File: src/rtl/mmfc_pkg.sv
`default_nettype none
package mmfc_pkg;

	// Stream item kinds
	localparam logic CMD_FEEDBACK = 1'b0;
	localparam logic CMD_TICK     = 1'b1;

	// Configuration register indexes
	localparam int CFG_IDX_W = 3;
	localparam logic [CFG_IDX_W-1:0] REG_LOOP_MODE     = 3'd0;
	localparam logic [CFG_IDX_W-1:0] REG_DRIVE_ENABLE  = 3'd1;
	localparam logic [CFG_IDX_W-1:0] REG_GAIN_PROP     = 3'd2;
	localparam logic [CFG_IDX_W-1:0] REG_GAIN_INTEGRAL = 3'd3;
	localparam logic [CFG_IDX_W-1:0] REG_GAIN_DERIV    = 3'd4;
	localparam logic [CFG_IDX_W-1:0] REG_GAIN_OUTER    = 3'd5;

	// Control laws
	typedef enum logic [1:0] {
		MODE_VEL_PD  = 2'd0,
		MODE_VEL_PI  = 2'd1,
		MODE_CASCADE = 2'd2,
		MODE_POS_PI  = 2'd3
	} loop_mode_t;

	// Limits
	localparam int WRAP_JUMP   = 4000;
	localparam int VERR_LIMIT  = 1000;
	localparam int DERR_LIMIT  = 500;
	localparam int PERR_LIMIT  = 4000;
	localparam int INTEG_LIMIT = 16667;
	localparam int CUR_LIMIT   = 15000;

	// Shared multiplier operand widths
	localparam int MA_W   = 29;
	localparam int MB_W   = 33;
	localparam int PROD_W = MA_W + MB_W;
	localparam int ACC_W  = 44;
	localparam int Y_W    = 28;

	// Reciprocals: floor(y/10) = (y*RECIP10)>>31, floor(y/100) = (y*RECIP100)>>27
	localparam logic [MA_W-1:0] RECIP10   = 29'd214748365;
	localparam int              RECIP10_SH = 31;
	localparam logic [MA_W-1:0] RECIP100  = 29'd1342178;
	localparam int              RECIP100_SH = 27;

	// Sequencer
	localparam int STEP_W = 3;

	typedef enum logic [2:0] {
		ST_IDLE,
		ST_PREP,
		ST_MUL,
		ST_POST,
		ST_DONE
	} seq_state_t;

	typedef struct packed {
		logic              ready;
		logic              prep;
		logic              mul;
		logic              post;
		logic              out_load;
		logic [STEP_W-1:0] step;
	} seq_ctrl_t;

	// What a step does with its product
	typedef enum logic [2:0] {
		POP_ACC_SET,
		POP_ACC_ADD,
		POP_Y_SET,
		POP_ACC_DIV10,
		POP_VEL_DIV100
	} post_op_t;

	// Signed divide by 256, truncating toward zero
	function automatic logic signed [PROD_W-9:0] trunc_div256(input logic signed [PROD_W-1:0] x);
		logic signed [PROD_W-1:0] biased;
		biased = x + (x[PROD_W-1] ? PROD_W'(255) : PROD_W'(0));
		return biased[PROD_W-1:8];
	endfunction

endpackage
`default_nettype wire

File: src/rtl/mmfc_mul.sv
`default_nettype none
module mmfc_mul
	import mmfc_pkg::*;
(
	input  wire                       clk,
	input  wire                       en,
	input  wire logic signed [MA_W-1:0]   a,
	input  wire logic signed [MB_W-1:0]   b,
	output logic signed [PROD_W-1:0]  prod_q
);

	// Shared signed multiplier, product registered
	always_ff @(posedge clk) begin
		if (en) begin
			prod_q <= PROD_W'(a) * PROD_W'(b);
		end
	end

endmodule
`default_nettype wire

File: config.mk
export PLATFORM = sky130hd
export DESIGN_NAME = mmfc_mul
export DESIGN_NICKNAME = d
export VERILOG_FILES = /design/src/rtl/mmfc_pkg.sv /design/src/rtl/mmfc_mul.sv
export SDC_FILE = /design/constraint.sdc
export NUM_CORES = 2
export LEC_CHECK = 0
export BUFFER_PORTS_ARGS = -buffer_cell sky130_fd_sc_hd__buf_2
export CAP_MARGIN = 20
export CORE_MARGIN = 3
export CORE_UTILIZATION = 45
export CTS_BUF_LIST = sky130_fd_sc_hd__clkbuf_4 sky130_fd_sc_hd__clkbuf_8
export CTS_CLUSTER_DIAMETER = 120
export DETAILED_ROUTE_END_ITERATION = 8
export PLACE_DENSITY = 0.67
export REMOVE_ABC_BUFFERS = 1
export SLEW_MARGIN = 5
export SYNTH_ARGS = -nofsm -noshare
export SYNTH_HDL_FRONTEND = slang
export SYNTH_SLANG_ARGS = --single-unit
File: constraint.sdc
create_clock -name clk -period 15.6 [get_ports clk]
set_clock_uncertainty 0.1 [all_clocks]
set_input_delay 0.78 -clock clk [delete_from_list [all_inputs] [get_ports clk]]
set_output_delay 0.78 -clock clk [all_outputs]
set_load 0.03 [all_outputs]
==> flow_metrics.tcl <==
set metrics [dict create \
    cts_sinks 62 \
    rows 103 \
    die_w_um 290 \
    setup_viol 0 \
    reg_top3 "prod_q (62)" \
    synthArstFlopShare_pct 0 \
    layout_min_cycle_time_ns 9.14 \
    dp_slack_ns 6.03 \
    cts_root_buffer "clkbuf_8" \
    antenna_found_initial 7 \
    worstPathArrival_ns 9.19 \
    port_buffers 125 \
    cts_tree "built" \
    grt_setup_unrepaired "no" \
    grt_pass1_vias 27591 \
    postSynthAreaPerCell_um2 9.55 \
    overflow 0 \
    firstDrtPassIters 5 \
    tns_ns 0 \
    grt_max_degree 53 \
    drc 0 \
    final_cell_mix "inv_1 (1016), fa_1 (1009), and2_1 (508)" \
    final-max-slew-violation-count 0 \
    htree_levels 3 \
    ant_nets 0 \
    fin_crit_sh_pct 58.6 \
    netlist_area_mm2 0.0362 \
    synthCells 3793 \
    wl_met2_um 47300 \
    worst_slack_ns 6.46 \
    synth_enable_flop_cells 62 \
    die_area_mm2 0.0839 \
    synth_cell_types 74 \
    seq_area_mm2 0.00186 \
    yosysWarnings 0 \
    start_util_pct 45.6 \
    cts_buffer_depth 2 \
    detail_route.wl_per_cell_um 19.2 \
    area_delta_synth_final_pct 3.98 \
    grt_pass1_wl_um 151000 \
    ys_seq_area_share_pct 5.14 \
    worstPathRequired_ns 15.65 \
    hpwl_um 74800 \
    nets 4996 \
    regMostFlops "prod_q" \
    status "finished clean" \
    final_hold_viol_count 0 \
    n_fill_cell 7535 \
    drv_cap 0 \
    hold_path.class "primary input to flip-flop" \
    crit_path_start_kind "primary input" \
    tightest_slew_ns 0.991 \
    yosysTopAreaCell "fa_1" \
    layout_commonest_cell "inv_1" \
    synth-main-ff-cell "edfxtp_1" \
    crit_type "primary input to flip-flop" \
    cp_max_fo 29 \
    die_y_um 290 \
    cts_setup_buffers 0 \
    vias 24741 \
    routed_via_density 5.15 \
    synth_top_area_share_pct 55.8 \
    io_pins 126 \
    grtUsageTotal_pct 23.4 \
    ctsResizeCount 0 \
    routed_wl_um 92200 \
    highest_layer "met5" \
    multi_input_area_mm2 0.0297 \
    synth_seq_cells 62 \
    first_iter_violations 1498 \
    postCtsHoldBufs 0 \
    gp_congestion 0.881 \
    netlist_top_cells_area "fa_1 (56%), inv_1 (11%), and2_1 (8.8%), ha_1 (6.2%), edfxtp_1 (5.1%)" \
    largest_reg_flops 62 \
    end_kind "flip-flop" \
    layout-drive-gt1-share_pct 4.93 \
    route.met3.wl_um 6140 \
    cts_buffers 9 \
    clkTransAtPathRegs_ns 0.08 \
    core_area_mm2 0.0794 \
    fmax_ghz 0.109 \
    wl_met1_um 36300 \
    maxSlewHeadroom_pct 33.5 \
]
==> worst max-delay path, stage by stage <==
cell	delay, ns
buf_2	0.46
nand2_1	0.23
inv_1	0.13
fa_1	0.40
inv_1	0.22
fa_1	0.54
inv_1	0.17
fa_1	0.48
fa_1	0.94
inv_1	0.41
fa_1	0.58
inv_1	0.05
fa_1	0.48
fa_1	0.49
inv_1	0.05
fa_1	0.49
inv_1	0.04
ha_1	0.35
and3_2	0.29
a31oi_1	0.22
nand2_1	0.07
o31a_2	0.43
a21oi_2	0.23
o2bb2ai_1	0.21
o21bai_1	0.10
a21oi_1	0.20
xnor2_1	0.10
==> layer usage <==
metal	track usage, %	up-vias
met2	41.3	861
met4	5.96	2
met1	30.4	13085
li1	-	10637
met3	3.22	156
met5	0	-
==> path summary, 6_finish.rpt <==
| check | startpoint | to | slack (ns) | depth (start not counted) |
|---|---|---|---|---|
| max | b[32] | prod_q[59] | 6.46 | 27 |
| min | en | prod_q[55] | 0.67 | 1 |
==> cell usage after synthesis (3+ instances only) <==
library cell,instances
and4_2,3
a21oi_1,62
nand3_1,10
o211ai_1,4
o21ai_0,23
ha_1,178
nand2_1,458
clkbuf_1,186
xor2_1,26
nand4_1,8
fa_1,1009
xnor2_1,43
nand2b_1,11
a21o_2,3
inv_1,1016
nor2b_1,4
o21bai_1,6
edfxtp_1,62
nor3_1,5
a211o_1,3
nor2_1,49
a211oi_1,3
buf_4,3
o21ai_1,13
a21oi_2,6
buf_2,5
a31oi_1,8
and2_1,508
o21a_1,6
a21o_1,18
==> cell families (layout without fill, tap and decap cells) <==
kind of cell	Yosys count	after routing	share of synthesized area, %
buffers and inverters	1217	1173	12.8
and+or+nand+nor	1073	1073	15.1
adders and majority gates	1187	1187	61.9
AOI/OAI and AO/OA	185	185	3.39
xor gates and xnor gates	69	69	1.67
other	0	2	0
DFF	62	62	5.14
==> per-stage QoR <==
stage,cells,hold slack [ns],instance area [um^2],util (%)
final,4801,0.672,37600,47.4
after global routing,4799,0.658,37600,47.4
after CTS,4799,0.648,37600,47.4
after detailed placement,4784,1.09,37500,47.2
after global placement,4784,1.08,37500,47.2
after floorplan,3593,0.792,35400,-
==> layout make-up <==
cell class              count  share of cell area, %
clock inverters             5                  0.136
flip-flops and latches     62                   4.95
clock buffers              10                  0.349
repair buffers            141                   1.98
diodes                      2                 0.0133
well taps                1050                   3.49
inverters                1017                   10.1
multi-input cells        2514                   78.9
Power is left out: the tool's default activity adds up to more than one toggle a clock period on the data nets, which glitch-free logic cannot reach.
