$ cat config.mk
export PLATFORM = sky130hd
export DESIGN_NAME = mmfc_fsm
export DESIGN_NICKNAME = d
export VERILOG_FILES = /design/src/rtl/mmfc_pkg.sv /design/src/rtl/mmfc_fsm.sv
export SDC_FILE = /design/constraint.sdc
export NUM_CORES = 1
export LEC_CHECK = 0
export BUFFER_PORTS_ARGS = -buffer_cell sky130_fd_sc_hd__buf_2
export CORE_AREA = 4 4 41 43
export CTS_CLUSTER_SIZE = 40
export DETAILED_ROUTE_END_ITERATION = 7
export DIE_AREA = 0 0 45 47
export PLACE_DENSITY = 0.53
export SETUP_SLACK_MARGIN = 0.02
export SYNTH_ARGS = -nofsm -noshare
export SYNTH_HDL_FRONTEND = slang
export SYNTH_SLANG_ARGS = --single-unit
$ cat constraint.sdc
create_clock -name clk -period 2.7 [get_ports clk]
set_clock_uncertainty 0.2 [all_clocks]
set_input_delay 0.54 -clock clk [delete_from_list [all_inputs] [get_ports clk]]
set_output_delay 0.54 -clock clk [all_outputs]
set_load 0.05 [all_outputs]
$ cat src/rtl/mmfc_pkg.sv
`default_nettype none
package mmfc_pkg;

	// Stream item kinds
	localparam logic CMD_FEEDBACK = 1'b0;
	localparam logic CMD_TICK     = 1'b1;

	// Configuration register indexes
	localparam int CFG_IDX_W = 3;
	localparam logic [CFG_IDX_W-1:0] REG_LOOP_MODE     = 3'd0;
	localparam logic [CFG_IDX_W-1:0] REG_DRIVE_ENABLE  = 3'd1;
	localparam logic [CFG_IDX_W-1:0] REG_GAIN_PROP     = 3'd2;
	localparam logic [CFG_IDX_W-1:0] REG_GAIN_INTEGRAL = 3'd3;
	localparam logic [CFG_IDX_W-1:0] REG_GAIN_DERIV    = 3'd4;
	localparam logic [CFG_IDX_W-1:0] REG_GAIN_OUTER    = 3'd5;

	// Control laws
	typedef enum logic [1:0] {
		MODE_VEL_PD  = 2'd0,
		MODE_VEL_PI  = 2'd1,
		MODE_CASCADE = 2'd2,
		MODE_POS_PI  = 2'd3
	} loop_mode_t;

	// Limits
	localparam int WRAP_JUMP   = 4000;
	localparam int VERR_LIMIT  = 1000;
	localparam int DERR_LIMIT  = 500;
	localparam int PERR_LIMIT  = 4000;
	localparam int INTEG_LIMIT = 16667;
	localparam int CUR_LIMIT   = 15000;

	// Shared multiplier operand widths
	localparam int MA_W   = 29;
	localparam int MB_W   = 33;
	localparam int PROD_W = MA_W + MB_W;
	localparam int ACC_W  = 44;
	localparam int Y_W    = 28;

	// Reciprocals: floor(y/10) = (y*RECIP10)>>31, floor(y/100) = (y*RECIP100)>>27
	localparam logic [MA_W-1:0] RECIP10   = 29'd214748365;
	localparam int              RECIP10_SH = 31;
	localparam logic [MA_W-1:0] RECIP100  = 29'd1342178;
	localparam int              RECIP100_SH = 27;

	// Sequencer
	localparam int STEP_W = 3;

	typedef enum logic [2:0] {
		ST_IDLE,
		ST_PREP,
		ST_MUL,
		ST_POST,
		ST_DONE
	} seq_state_t;

	typedef struct packed {
		logic              ready;
		logic              prep;
		logic              mul;
		logic              post;
		logic              out_load;
		logic [STEP_W-1:0] step;
	} seq_ctrl_t;

	// What a step does with its product
	typedef enum logic [2:0] {
		POP_ACC_SET,
		POP_ACC_ADD,
		POP_Y_SET,
		POP_ACC_DIV10,
		POP_VEL_DIV100
	} post_op_t;

	// Signed divide by 256, truncating toward zero
	function automatic logic signed [PROD_W-9:0] trunc_div256(input logic signed [PROD_W-1:0] x);
		logic signed [PROD_W-1:0] biased;
		biased = x + (x[PROD_W-1] ? PROD_W'(255) : PROD_W'(0));
		return biased[PROD_W-1:8];
	endfunction

endpackage
`default_nettype wire

$ cat src/rtl/mmfc_fsm.sv
`default_nettype none
module mmfc_fsm
	import mmfc_pkg::*;
(
	input  wire        clk,
	input  wire        arst_n,
	input  wire        in_valid,
	input  wire        go_mul,
	input  wire        last_step,
	input  wire        out_free,
	output seq_ctrl_t  ctrl
);

	seq_state_t        state_q, state_d;
	logic [STEP_W-1:0] step_q;

	// Next state
	always_comb begin
		state_d = state_q;
		case (state_q)
			ST_IDLE: if (in_valid) state_d = ST_PREP;
			ST_PREP: state_d = go_mul ? ST_MUL : ST_DONE;
			ST_MUL:  state_d = ST_POST;
			ST_POST: state_d = last_step ? ST_DONE : ST_MUL;
			ST_DONE: if (out_free) state_d = ST_IDLE;
			default: state_d = ST_IDLE;
		endcase
	end

	always_ff @(posedge clk or negedge arst_n) begin
		if (!arst_n) begin
			state_q <= ST_IDLE;
			step_q  <= '0;
		end else begin
			state_q <= state_d;
			if (state_q == ST_PREP) begin
				step_q <= '0;
			end else if (state_q == ST_POST) begin
				step_q <= step_q + STEP_W'(1);
			end
		end
	end

	// Outputs
	always_comb begin
		ctrl          = '0;
		ctrl.step     = step_q;
		case (state_q)
			ST_IDLE: ctrl.ready    = 1'b1;
			ST_PREP: ctrl.prep     = 1'b1;
			ST_MUL:  ctrl.mul      = 1'b1;
			ST_POST: ctrl.post     = 1'b1;
			ST_DONE: ctrl.out_load = out_free;
			default: ctrl.ready    = 1'b0;
		endcase
	end

endmodule
`default_nettype wire

==> results_dict.tcl <==
set metrics [dict create \
    ys_ff_latch 6 \
    grtUsageMet1_pct 8.08 \
    fp.dieH_um 47 \
    critPathSlowestCell "dfrtp_1" \
    cp.required_ps 1960 \
    h-tree-depth 1 \
    yosysTopAreaCell "dfrtp_1" \
    end_kind "output pin" \
    hold_depth 2 \
    crit_fanout 9 \
    r2r_end "step_q[2]" \
    cts_tree "yes" \
    drt-wirelength-per-cell_um 10.7 \
    start_util_pct 24.5 \
    cts-root-buf "clkbuf_4" \
    rr_worst_depth 3 \
    path_class "reg -> out" \
    grt_setup_unrepaired "false" \
    syn-instance-count 35 \
    antenna_found_initial 0 \
    routed_wl_um 696 \
    slew_headroom_pct 76.4 \
    worstPathArrival_ps 1420 \
    drtPass1Iterations 5 \
    max_cap_violations 0 \
    use_met2_pct 11.6 \
    io_pins 14 \
    fin_tns_setup_ps 0 \
    grt_max_degree 14 \
    grt_pass1_vias 272 \
    syn_area_per_cell_um2 9.12 \
    cts_resized 0 \
    drc 0 \
    syn-num-nets 42 \
    cts_sinks 6 \
    hold_path.class "in -> reg" \
    overflow 0 \
    core_um2 1300 \
    synth_area_um2 319 \
    yosysSeqAreaShare_pct 47.1 \
    hold_end "state_q[2]" \
    worst_pin_slew_ps 355 \
    clock_latency_ps 240 \
    synth_top_area_share_pct 47.1 \
    grt_pass1_wl_um 1120 \
    place.port_buffers 13 \
    min_period_over_period_pct 80.1 \
    hold_viol_final 0 \
    grtUsageTotal_pct 7.94 \
    insertedDiodeCount 0 \
    crit_path_max_incr_delay_ps 440 \
    fin_crit_ps 2160 \
    status "finished, final reports clean" \
    gp_congestion 0.647 \
    drt_iter0_drc 6 \
    die-area_um2 2120 \
    yosys_warnings 0 \
    clk_pin_slew_ps 50 \
    reg2reg_from "state_q[2]" \
    place_hpwl_um 510 \
    worstPathCellList "nand2b_1 -> nor2_1 -> buf_2" \
    ff2ff_setup_slack_ps 1330 \
    drive_above_1_share_pct 36.0 \
    setup_viol 0 \
    synthTopCellsByArea "dfrtp_1, nand2_1, nor2_1" \
    start_kind "register" \
    fmax_mhz 462 \
    post_cts_buffers 0 \
    num_vias 296 \
    use_met3_pct 3.45 \
    worstHoldStart "out_free" \
    numCtsBuffers 3 \
    row_count 13 \
    grt_busiest_layer "met2" \
    yosysUniqueCellTypes 17 \
    slew_violations 0 \
    nets 59 \
    area_growth_pct 30.6 \
    antenna_left 0 \
    clock_path_buffers 2 \
    die_w_um 45 \
    via_per_inst 4.55 \
]
## registers in the layout, summed over array words and instances (netlist names)
register	count
step_q	3
state_q	3
## layout by cell type, fill, tap and decap left out
master / n
a21oi_1: 2
a311oi_1: 1
and3_1: 1
buf_2: 13
clkbuf_4: 3
dfrtp_1: 6
dlygate4sd3_1: 1
ha_1: 1
inv_1: 1
nand2_1: 5
nand2b_1: 2
nor2_1: 5
nor2b_1: 1
nor3_1: 3
o21ai_0: 2
o21ai_2: 1
o22ai_1: 1
o31ai_2: 1
## kinds of logic after synthesis
| family | synth area share [%] |
|---|---|
| AO/OA/AOI/OAI | 17.6 |
| adder cells (fa/ha/maj) | 3.92 |
| buffers and inverters | 7.06 |
| flip-flops | 47.1 |
| AND/OR/NAND/NOR | 24.3 |
## metal layers
layer,wire [µm],up-vias,share of wire (%)
met1,298,134,43
li1,-,151,-
met3,59,0,8.5
met5,0,-,0
met4,0,0,0
met2,338,11,49
## through the flow
step / cell area, µm² / setup slack (ps) / hold slack [ps] / util (%) / std cells
floorplan: 319 / 323 / 44.4 / - / 35
global placement: 384 / 792 / 175 / 29.5 / 61
detailed placement: 384 / 793 / 173 / 29.5 / 61
CTS: 417 / 519 / 290 / 32.0 / 65
global route: 417 / 434 / 306 / 32.0 / 65
finish: 417 / 537 / 303 / 32.0 / 65
## cell usage after synthesis (all sizes together)
| master | count |
|---|---|
| ha | 1 |
| o22ai | 1 |
| nor2 | 5 |
| buf | 2 |
| nor3 | 3 |
| nor2b | 1 |
| inv | 1 |
| nand2 | 5 |
| a21oi | 2 |
| nand2b | 2 |
| dfrtp | 6 |
| o21ai | 3 |
| and3 | 1 |
| o31ai | 1 |
| a311oi | 1 |
## how the worst max path moves through the flow
stage	start	to	slack [ps]	depth (start not counted)
finish	state_q[2]	ctrl[6]	540	3
global route	state_q[1]	ctrl[5]	430	3
CTS	state_q[2]	ctrl[6]	520	3
detailed placement	state_q[2]	ctrl[6]	790	3
global placement	state_q[2]	ctrl[6]	790	3
floorplan	state_q[1]	ctrl[5]	320	3
## critical path, delay by kind of cell, from the launching register on
kind / cells / cell delay, ps
flops: 1 / 440
simple gates: 2 / 470
buf+inv: 1 / 270
## timing repair
item | 4_1_cts | 5_1_grt
endpoints found under the hold margin | 6 | 0
hold buffers | 1 | 0
setup endpoints to repair | 0 | 0
## final cells by class
cell class / count / area [µm²]
fill: 151 / 885
sequential: 6 / 150
multi-input combinational: 26 / 146
timing repair buffer: 14 / 75.1
clock buffer: 3 / 22.5
tap: 15 / 18.8
inverter: 1 / 3.75
Power is not shown: default switching activity piles up to over one toggle a cycle in this logic, so the estimate is an artifact.
